File: config.mk
export PLATFORM = sky130hd
export DESIGN_NAME = servo_trajectory_pwm
export DESIGN_NICKNAME = d
export VERILOG_FILES = /design/src/rtl/stp_pkg.sv /design/src/rtl/stp_ctrl.sv /design/src/rtl/stp_dp.sv /design/src/rtl/servo_trajectory_pwm.sv
export SDC_FILE = /design/constraint.sdc
export NUM_CORES = 2
export LEC_CHECK = 0
export BUFFER_PORTS_ARGS = -buffer_cell sky130_fd_sc_hd__buf_4
export CAP_MARGIN = 10
export CORE_ASPECT_RATIO = 0.75
export CORE_UTILIZATION = 57
export CTS_CLUSTER_DIAMETER = 150
export DETAILED_ROUTE_END_ITERATION = 10
export PLACE_DENSITY = 0.86
export SLEW_MARGIN = 20
export SYNTH_ARGS = -nofsm -noshare
export SYNTH_HDL_FRONTEND = slang
export SYNTH_SLANG_ARGS = --single-unit
File: constraint.sdc
create_clock -name i_clk -period 9.1 [get_ports i_clk]
set_clock_uncertainty 0.1 [all_clocks]
set_input_delay 0.455 -clock i_clk [delete_from_list [all_inputs] [get_ports i_clk]]
set_output_delay 0.455 -clock i_clk [all_outputs]
set_load 0.02 [all_outputs]
File: src/rtl/stp_pkg.sv
`timescale 1ns / 1ps
// shared types, constants and joint tables for the servo trajectory engine
package stp_pkg;

    // joint count and joint index width
    localparam int JOINTS = 8;
    localparam int JW     = 3;

    // request opcodes
    localparam logic [1:0] OP_TICK   = 2'd0;
    localparam logic [1:0] OP_TARGET = 2'd1;
    localparam logic [1:0] OP_POS    = 2'd2;

    // interpolation divider: one quotient bit per step, k runs 0..256
    localparam int DIV_STEPS = 9;
    localparam int CNT_W     = 4;

    // output angle window in degrees and pulse offset in counts
    localparam logic signed [9:0] DEG_LO   = -10'sd5;
    localparam logic signed [9:0] DEG_HI   = 10'sd185;
    localparam logic [11:0]       SERVO_LO = 12'd90;

    // (d+5)*455/190 done as (d+5) * ceil(91 * 2^16 / 38) >> 16, exact for d+5 <= 190
    localparam logic [17:0] SCALE_MUL   = 18'd156942;
    localparam int          SCALE_SHIFT = 16;
    localparam int          SPAN_W      = 9;

    // request payload
    typedef struct packed {
        logic [1:0]        op;
        logic [2:0]        joint;
        logic signed [7:0] angle;
        logic [15:0]       duration_ms;
        logic [31:0]       now_ms;
    } t_req;

    // result payload
    typedef struct packed {
        logic [2:0]  joint_index;
        logic [2:0]  pwm_channel;
        logic [11:0] on_count;
        logic [11:0] off_count;
        logic        last;
    } t_rsp;

    // commands from the controller to the datapath
    typedef struct packed {
        logic          latch;
        logic          wr_target;
        logic          div_load;
        logic          div_step;
        logic          mul;
        logic          interp;
        logic          clamp;
        logic          wr_end;
        logic          scale;
        logic          last;
        logic [JW-1:0] jidx;
    } t_dp_cmd;

    // status from the datapath to the controller
    typedef struct packed {
        logic active;
    } t_dp_stat;

    // joint to driver channel
    function automatic logic [2:0] chan_map(input logic [2:0] j);
        logic [2:0] c;
        unique case (j)
            3'd0: c = 3'd1;
            3'd1: c = 3'd0;
            3'd2: c = 3'd5;
            3'd3: c = 3'd4;
            3'd4: c = 3'd3;
            3'd5: c = 3'd2;
            3'd6: c = 3'd7;
            default: c = 3'd6;
        endcase
        return c;
    endfunction

    // servo mounted reversed
    function automatic logic pol_neg(input logic [2:0] j);
        logic p;
        unique case (j)
            3'd1, 3'd3, 3'd4, 3'd6: p = 1'b1;
            default: p = 1'b0;
        endcase
        return p;
    endfunction

    // neutral position in degrees
    function automatic logic [7:0] neutral(input logic [2:0] j);
        logic [7:0] n;
        unique case (j)
            3'd0: n = 8'd79;
            3'd1: n = 8'd90;
            3'd2: n = 8'd77;
            default: n = 8'd94;
        endcase
        return n;
    endfunction

    // mechanical lower limit
    function automatic logic signed [7:0] lim_lo(input logic [2:0] j);
        logic signed [7:0] v;
        unique case (j)
            3'd1, 3'd5: v = -8'sd55;
            3'd3, 3'd7: v = -8'sd90;
            default: v = -8'sd35;
        endcase
        return v;
    endfunction

    // mechanical upper limit
    function automatic logic signed [7:0] lim_hi(input logic [2:0] j);
        logic signed [7:0] v;
        unique case (j)
            3'd1, 3'd5: v = 8'sd60;
            3'd3, 3'd7: v = 8'sd45;
            default: v = 8'sd100;
        endcase
        return v;
    endfunction

    // index of the lowest set bit
    function automatic logic [JW-1:0] lowest_set(input logic [JOINTS-1:0] m);
        logic [JW-1:0] idx;
        idx = '0;
        for (int i = JOINTS - 1; i >= 0; i--) begin
            if (m[i]) begin
                idx = JW'(i);
            end
        end
        return idx;
    endfunction

endpackage

File: src/rtl/stp_ctrl.sv
`timescale 1ns / 1ps
// controller state machine: request sequencing, joint scan and divider stepping
module stp_ctrl
    import stp_pkg::*;
(
    input  logic          i_clk,
    input  logic          i_rst_n,
    input  logic          i_in_valid,
    output logic          o_in_ready,
    input  logic [1:0]    i_op,
    input  logic [JW-1:0] i_joint,
    output logic          o_out_valid,
    input  logic          i_out_ready,
    input  t_dp_stat      i_stat,
    output t_dp_cmd       o_cmd
);

    localparam logic [3:0] S_IDLE   = 4'd0;
    localparam logic [3:0] S_TARGET = 4'd1;
    localparam logic [3:0] S_SCAN   = 4'd2;
    localparam logic [3:0] S_DIVLD  = 4'd3;
    localparam logic [3:0] S_DIV    = 4'd4;
    localparam logic [3:0] S_MUL    = 4'd5;
    localparam logic [3:0] S_ANGLE  = 4'd6;
    localparam logic [3:0] S_CLAMP  = 4'd7;
    localparam logic [3:0] S_SCALE  = 4'd8;
    localparam logic [3:0] S_OUT    = 4'd9;

    logic [3:0]        r_state, n_state;
    logic [JW-1:0]     r_jidx, n_jidx;
    logic [JOINTS-1:0] r_mask, n_mask;
    logic [CNT_W-1:0]  r_cnt, n_cnt;
    logic              r_pos, n_pos;

    logic [JOINTS-1:0] onehot;
    logic [JOINTS-1:0] mask_scan;
    logic [JOINTS-1:0] mask_rest;
    t_dp_cmd           cmd;

    // mask views for the current joint
    assign onehot    = {{(JOINTS-1){1'b0}}, 1'b1} << r_jidx;
    assign mask_scan = i_stat.active ? (r_mask | onehot) : r_mask;
    assign mask_rest = r_mask & ~onehot;

    // next state and commands
    always_comb begin
        n_state  = r_state;
        n_jidx   = r_jidx;
        n_mask   = r_mask;
        n_cnt    = r_cnt;
        n_pos    = r_pos;
        cmd      = '0;
        cmd.jidx = r_jidx;
        unique case (r_state)
            S_IDLE: begin
                if (i_in_valid) begin
                    cmd.latch = 1'b1;
                    n_jidx    = i_joint;
                    n_pos     = (i_op == OP_POS);
                    unique case (i_op)
                        OP_TICK: begin
                            n_jidx  = '0;
                            n_mask  = '0;
                            n_state = S_SCAN;
                        end
                        OP_TARGET: n_state = S_TARGET;
                        OP_POS:    n_state = S_CLAMP;
                        default:   n_state = S_IDLE;
                    endcase
                end
            end
            S_TARGET: begin
                cmd.wr_target = 1'b1;
                n_state       = S_IDLE;
            end
            S_SCAN: begin
                n_mask = mask_scan;
                if (r_jidx == JW'(JOINTS - 1)) begin
                    if (mask_scan == '0) begin
                        n_state = S_IDLE;
                    end else begin
                        n_jidx  = lowest_set(mask_scan);
                        n_state = S_DIVLD;
                    end
                end else begin
                    n_jidx = r_jidx + 1'b1;
                end
            end
            S_DIVLD: begin
                cmd.div_load = 1'b1;
                n_cnt        = '0;
                n_state      = S_DIV;
            end
            S_DIV: begin
                cmd.div_step = 1'b1;
                n_cnt        = r_cnt + 1'b1;
                if (r_cnt == CNT_W'(DIV_STEPS - 1)) begin
                    n_state = S_MUL;
                end
            end
            S_MUL: begin
                cmd.mul = 1'b1;
                n_state = S_ANGLE;
            end
            S_ANGLE: begin
                cmd.interp = 1'b1;
                n_state    = S_CLAMP;
            end
            S_CLAMP: begin
                cmd.clamp  = 1'b1;
                cmd.wr_end = r_pos;
                n_state    = S_SCALE;
            end
            S_SCALE: begin
                cmd.scale = 1'b1;
                cmd.last  = r_pos || (mask_rest == '0);
                n_state   = S_OUT;
            end
            S_OUT: begin
                if (i_out_ready) begin
                    n_mask = mask_rest;
                    if (r_pos || (mask_rest == '0)) begin
                        n_state = S_IDLE;
                    end else begin
                        n_jidx  = lowest_set(mask_rest);
                        n_state = S_DIVLD;
                    end
                end
            end
            default: n_state = S_IDLE;
        endcase
    end

    // control registers
    always_ff @(posedge i_clk) begin
        if (!i_rst_n) begin
            r_state <= S_IDLE;
            r_jidx  <= '0;
            r_mask  <= '0;
            r_cnt   <= '0;
            r_pos   <= 1'b0;
        end else begin
            r_state <= n_state;
            r_jidx  <= n_jidx;
            r_mask  <= n_mask;
            r_cnt   <= n_cnt;
            r_pos   <= n_pos;
        end
    end

    // handshake outputs
    assign o_in_ready  = (r_state == S_IDLE);
    assign o_out_valid = (r_state == S_OUT);
    assign o_cmd       = cmd;

endmodule

File: src/rtl/stp_dp.sv
`timescale 1ns / 1ps
// datapath: joint state, calibration, serial divider, interpolation and pulse scaling
module stp_dp
    import stp_pkg::*;
(
    input  logic          i_clk,
    input  logic          i_rst_n,
    input  logic          i_cfg_we,
    input  logic [JW-1:0] i_cfg_idx,
    input  logic [7:0]    i_cfg_data,
    input  t_req          i_req,
    input  t_dp_cmd       i_cmd,
    output t_dp_stat      o_stat,
    output t_rsp          o_rsp
);

    // per-joint state and calibration
    logic signed [7:0] r_calib [JOINTS];
    logic signed [7:0] r_cur   [JOINTS];
    logic signed [7:0] r_start [JOINTS];
    logic signed [7:0] r_end   [JOINTS];
    logic [31:0]       r_stime [JOINTS];
    logic [15:0]       r_mdur  [JOINTS];

    // latched request and working registers
    logic signed [7:0]  r_angle;
    logic [15:0]        r_dur;
    logic [31:0]        r_now;
    logic [16:0]        r_rem;
    logic [DIV_STEPS-1:0] r_quo;
    logic signed [18:0] r_prod;
    logic signed [7:0]  r_deg;
    logic [7:0]         r_dpos;
    t_rsp               r_rsp;

    logic [JW-1:0]      j;
    logic [31:0]        elapsed;
    logic [15:0]        dur_j;
    logic               ge;
    logic [16:0]        rem_sub;
    logic signed [7:0]  st_ang, en_ang, cal, lo, hi, dc;
    logic signed [SPAN_W-1:0] span;
    logic signed [9:0]  kq;
    logic signed [18:0] prod_full, shifted, ang_full;
    logic signed [9:0]  sum, polv, dn, dcl, dpos_full;
    logic [25:0]        sprod;
    logic [8:0]         width_q;
    logic [11:0]        on_cnt, off_cnt;

    assign j       = i_cmd.jidx;
    assign dur_j   = r_mdur[j];
    assign st_ang  = r_start[j];
    assign en_ang  = r_end[j];
    assign cal     = r_calib[j];

    // moving test: nonzero duration and elapsed time within it
    assign elapsed       = r_now - r_stime[j];
    assign o_stat.active = (dur_j != 16'd0) && (elapsed <= {16'd0, dur_j});

    // restoring divider step for k = elapsed*256/duration
    assign ge      = (r_rem >= {1'b0, dur_j});
    assign rem_sub = ge ? (r_rem - {1'b0, dur_j}) : r_rem;

    // span times k, then floor shift and add to start
    assign span      = {en_ang[7], en_ang} - {st_ang[7], st_ang};
    assign kq        = {1'b0, r_quo};
    assign prod_full = span * kq;
    assign shifted   = r_prod >>> 8;
    assign ang_full  = {{11{st_ang[7]}}, st_ang} + shifted;

    // joint limits, calibration, polarity, neutral, output window
    assign lo   = lim_lo(j);
    assign hi   = lim_hi(j);
    assign dc   = (r_deg > hi) ? hi : ((r_deg < lo) ? lo : r_deg);
    assign sum  = {{2{dc[7]}}, dc} + {{2{cal[7]}}, cal};
    assign polv = pol_neg(j) ? -sum : sum;
    assign dn   = polv + {2'b00, neutral(j)};
    assign dcl  = (dn > DEG_HI) ? DEG_HI : ((dn < DEG_LO) ? DEG_LO : dn);
    assign dpos_full = dcl - DEG_LO;

    // pulse width scaling and staggered on/off counts
    assign sprod   = {18'd0, r_dpos} * {8'd0, SCALE_MUL};
    assign width_q = sprod[SCALE_SHIFT +: 9];
    assign on_cnt  = {j, 9'd0};
    assign off_cnt = on_cnt + {3'd0, width_q} + SERVO_LO;

    // joint state and calibration registers
    always_ff @(posedge i_clk) begin
        if (!i_rst_n) begin
            for (int i = 0; i < JOINTS; i++) begin
                r_calib[i] <= '0;
                r_cur[i]   <= '0;
                r_start[i] <= '0;
                r_end[i]   <= '1;
                r_stime[i] <= '0;
                r_mdur[i]  <= '0;
            end
        end else begin
            if (i_cfg_we) begin
                r_calib[i_cfg_idx] <= i_cfg_data;
            end
            if (i_cmd.wr_target) begin
                r_stime[j] <= r_now;
                r_mdur[j]  <= r_dur;
                r_start[j] <= r_cur[j];
                r_end[j]   <= r_angle;
            end
            if (i_cmd.clamp) begin
                r_cur[j] <= r_deg;
            end
            if (i_cmd.wr_end) begin
                r_end[j] <= r_deg;
            end
        end
    end

    // working registers
    always_ff @(posedge i_clk) begin
        if (i_cmd.latch) begin
            r_angle <= i_req.angle;
            r_dur   <= i_req.duration_ms;
            r_now   <= i_req.now_ms;
            r_deg   <= i_req.angle;
        end
        if (i_cmd.div_load) begin
            r_rem <= {1'b0, elapsed[15:0]};
            r_quo <= '0;
        end
        if (i_cmd.div_step) begin
            r_rem <= {rem_sub[15:0], 1'b0};
            r_quo <= {r_quo[DIV_STEPS-2:0], ge};
        end
        if (i_cmd.mul) begin
            r_prod <= prod_full;
        end
        if (i_cmd.interp) begin
            r_deg <= ang_full[7:0];
        end
        if (i_cmd.clamp) begin
            r_dpos <= dpos_full[7:0];
        end
        if (i_cmd.scale) begin
            r_rsp.joint_index <= j;
            r_rsp.pwm_channel <= chan_map(j);
            r_rsp.on_count    <= on_cnt;
            r_rsp.off_count   <= off_cnt;
            r_rsp.last        <= i_cmd.last;
        end
    end

    assign o_rsp = r_rsp;

endmodule

File: src/rtl/servo_trajectory_pwm.sv
`timescale 1ns / 1ps
// top level of the eight-joint servo trajectory engine with pwm pulse output
//
//  channel  | handshake                  | payload
//  ---------+----------------------------+--------------------------------
//  request  | i_in_valid / o_in_ready    | i_in_req  (t_req)
//  result   | o_out_valid / i_out_ready  | o_out_rsp (t_rsp)
//  config   | i_cfg_we                   | i_cfg_idx, i_cfg_data
//
// set position gives its result through the clamp, scale and output states.
// a tick scans all eight joints, then for each moving joint runs the divider,
// multiply, interpolate, clamp and scale states, one quotient bit per cycle over 9 steps.
// one request at a time; each result waits in the output register until taken.
// synchronous active-low reset clears joint state and calibration at once.
module servo_trajectory_pwm
    import stp_pkg::*;
(
    input  logic          i_clk,
    input  logic          i_rst_n,
    input  logic          i_in_valid,
    output logic          o_in_ready,
    input  t_req          i_in_req,
    output logic          o_out_valid,
    input  logic          i_out_ready,
    output t_rsp          o_out_rsp,
    input  logic          i_cfg_we,
    input  logic [JW-1:0] i_cfg_idx,
    input  logic [7:0]    i_cfg_data
);

    t_dp_cmd  cmd;
    t_dp_stat stat;

    // controller
    stp_ctrl u_ctrl (
        .i_clk       (i_clk),
        .i_rst_n     (i_rst_n),
        .i_in_valid  (i_in_valid),
        .o_in_ready  (o_in_ready),
        .i_op        (i_in_req.op),
        .i_joint     (i_in_req.joint),
        .o_out_valid (o_out_valid),
        .i_out_ready (i_out_ready),
        .i_stat      (stat),
        .o_cmd       (cmd)
    );

    // datapath
    stp_dp u_dp (
        .i_clk      (i_clk),
        .i_rst_n    (i_rst_n),
        .i_cfg_we   (i_cfg_we),
        .i_cfg_idx  (i_cfg_idx),
        .i_cfg_data (i_cfg_data),
        .i_req      (i_in_req),
        .i_cmd      (cmd),
        .o_stat     (stat),
        .o_rsp      (o_out_rsp)
    );

endmodule

==> results.md <==
Clock tree:
- The clock insertion delay at the later pin of the skew report is 0.67 ns.
- The number of levels the H-tree was split into is 3.
- CTS saw around 800 sinks.
- Once the clock tree was built, the setup fixing pass inserted 0 buffers.
- The root buffer cell is clkbuf_16.
- The maximum number of buffers from clock root to sink is 3.
- The clock transition at the registers of the reported paths is 0.07 ns.
- The number of clock buffers inserted by TritonCTS is approximately 80.
- TritonCTS built the clock tree.

Worst setup path:
- The worst reg-to-reg path cell count is 29.
- The register-to-register setup slack is 0.60 ns.
- The type of origin of the critical path is a register.
- The data required time at the worst endpoint is 9.38 ns.
- The largest fanout on the critical path is 32.
- Among the stages of the critical path, the cell type that occurs most often is o21a_1.
- The kind of capture point of the worst setup path is a register.
- The arrival time of the worst setup path is 8.78 ns.
- On the critical path, the stage with the largest delay is an instance of dfxtp_4.
- The critical path in this run is classified as reg2reg.
- The largest stage delay on the critical path is 0.66 ns.

Place:
- The pre-CTS setup slack is 0.550 ns.
- Once detailed placement completed, the half-perimeter wirelength came to between 60 and 70 mm.
- During placement, the flow inserted port buffers numbering 100.
- At the end of routability-driven placement, the weighted congestion stood at 0.936.

STA:
- The slew at the pin closest to its max-slew limit is 1.11 ns.
- The final-layout worst hold slack is 0.0321 ns.
- Setup violations remaining at the end of the flow were counted as 0.
- The number of pins with negative max-slew slack in the final report is 0.
- After layout, the minimum clock period comes to roughly 8.5 ns.
- The final-report hold violation count is 0.
- For this run, the top clock speed supported by timing is 0.118 GHz.
- The final worst-path cycle share is between 90 and 100%.
- The worst slew slack as a fraction of its limit is 25.8%.
- Setup repair after global routing left no endpoint under its margin.
- The aggregate negative setup slack is 0 ns.
- The least setup slack across all paths after layout is approximately 0.6 ns.

Outcome:
- The run finished with clean final reports.

Detailed routing:
- The first-pass iteration count of the detailed router is 6.
- The routed wire length is roughly 110 mm.
- The detailed-route vias per instance is 6.30.
- The detail route stage leaves a number of antenna-violating nets equal to 0.
- The mean routed wirelength per cell is between 20 and 25 um.
- The number of DRC markers after the initial detailed-route iteration is 4019.
- The via count is 29.5k.
- The count of unresolved DRC violations after routing is 0.

Floorplanning:
- The placeable core area is 75800 sq um.
- The floorplan step set the die height to between 200 and 250 um.
- The count of boundary I/O pins is 110.
- For this configuration, the core starts out at a cell density of 58.0%.
- The die footprint is 78200 sq um.
- Row generation in the floorplan step produced 87 rows.
- The die extent in x is between 300 and 400 um.

Finish:
- The filler cell count in the final layout is 5177.
- Relative to the synthesized area, the layout overhead comes to 12.1%.
- The final antenna diode count is 0.
- In the final design database the tool counted 3967 nets.
- Across the whole layout, storage elements account for 23400 sq um.
- The library cell used most frequently in the layout, excluding fill and tap cells, is edfxtp_1.
- The library cells used most frequently in the layout, excluding fill and tap cells, are edfxtp_1 (764), and2_1 (527), nand2_1 (224), ha_1 (215), nor2_1 (190).
- Summing all multi-input logic gate instances after layout gives around 19000 sq um.
- In the final layout, the share of cells above drive strength 1 is 14.7%.

Global routing:
- The total congestion overflow after global routing is 0.
- The initial antenna violation count was 2.
- The via count of the first global-routing pass was ~30k.
- Entering global routing, the biggest net connects 60 pins.
- The first global-routing pass estimated about 170 mm of wire.
- The global-route usage over all layers is 28.4%.

Logic synthesis:
- The number of warnings printed during yosys synthesis is 0.
- Averaged over all synthesized cells, the footprint is 12.7 sq um.
- Among all flip-flop cells after synthesis, the most frequent one is edfxtp_1.
- Ranked by total cell area, the synthesized netlist is headed by edfxtp_1 (52%), mux4_2 (8.1%), and2_1 (7.5%).
- The cell count after synthesis came out at between 3k and 4k.
- edfxtp_1 takes more of the synthesized area than any other cell.
- Counting flops with a built-in enable in the synthesized netlist gives 764.
- In this run, distinct cell masters in the synthesized netlist total 93.
- After synthesis, the share of flip-flops with an asynchronous set or reset is 0%.
- Summed over its instances, the top area cell type makes up 52.2% of the synthesized netlist area.
- The synthesized design contains 788 register bits.
- The sequential area share after synthesis is 53.3%.
- In this run the cell area of the synthesized design comes to 43900 sq um.

Min path:
- The number of stages on the worst hold path is 2.
- The worst hold path belongs to the class in2reg.

Flow run:
- Across the run, the number of max-cap violations was 0.
cells by family after synthesis:
| group | synth area share, % |
|---|---|
| other | 0.00853 |
| AND/OR/NAND/NOR | 15.4 |
| buffers and inverters | 3.06 |
| multiplexers | 10.6 |
| XOR/XNOR | 1.82 |
| AO/OA/AOI/OAI | 6.32 |
| adder cells (fa/ha/maj) | 9.49 |
| flip-flops | 53.3 |
synthesized netlist by cell type, types with 34 or more instances:
cell type / count
edfxtp_1: 764
and2_1: 527
nand2_1: 232
ha_1: 215
nor2_1: 200
inv_1: 171
mux4_2: 159
o21ai_0: 117
clkbuf_1: 115
a21oi_1: 90
mux2i_1: 80
fa_1: 74
nor3_1: 65
xnor2_1: 58
nand2b_1: 42
nand3_1: 42
a21o_1: 34
final timing paths:
path                  from            endpoint
max               register     u_dp.r_prod[15]
min          i_cfg_data[6]  u_dp.r_calib[4][6]
max reg2reg       register     u_dp.r_prod[15]
min reg2reg  u_dp.r_rem[0]       u_dp.r_rem[0]
metal layers:
metal  vias up  track usage (%)  part of all wire, %
li1      12900                -                    -
met5         -                0                0.012
met3       285             6.29                   12
met4         2             10.6                  3.7
met2      1907             43.9                   46
met1     14400             39.5                   39
flip-flops by register name, summed over array words and instances, names as in the netlist, 4 cells and up, named ones only:
signal / flops
u_dp.r_end: 64
u_dp.r_cur: 64
u_dp.r_calib: 64
u_dp.r_stime: 256
u_dp.r_rem: 17
u_dp.r_mdur: 128
u_dp.r_now: 32
u_ctrl.r_mask: 8
u_dp.r_start: 64
u_dp.r_deg: 8
u_dp.o_rsp: 19
u_dp.r_dur: 16
u_ctrl.r_state: 4
u_dp.r_prod: 8
u_dp.r_quo: 9
u_dp.r_dpos: 8
u_ctrl.r_cnt: 4
u_dp.r_angle: 8
stage by stage:
step	cell area (sq um)	utilization [%]	instances
3_5_place_dp	46000	60.7	4484
5_1_grt	49200	65.0	4689
4_1_cts	49200	65.0	4689
6_report	49200	65.0	4689
2_1_floorplan	44000	-	3458
3_3_place_gp	46000	60.7	4483
worst max-delay path, delay by kind of cell, from the launching register on:
family                     cells  cell delay (ns)
xor gates and xnor gates       2             0.65
adders and majority gates      7             3.09
muxes                          2             0.72
buffers and inverters          3             0.55
AOI/OAI and AO/OA             12             1.97
and+or+nand+nor                3             0.46
DFF                            1             0.66
layout make-up:
class / instances / area share, %
Clock buffer: 97 / 4.24
Sequential cell: 788 / 47.6
Multi-Input combinational cell: 2332 / 39.3
Inverter: 176 / 1.34
Timing Repair Buffer: 224 / 3.76
Clock inverter: 49 / 1.16
Tap cell: 1023 / 2.60
timing repair:
item                                    4_1_cts  5_1_grt
endpoints found under the hold margin        63        0
endpoints found under the setup margin        0        2
gates resized for setup                       0        2
hold buffers                                 59        0
Power is not shown: default switching activity piles up to over one toggle a cycle in this logic, so the estimate is an artifact.
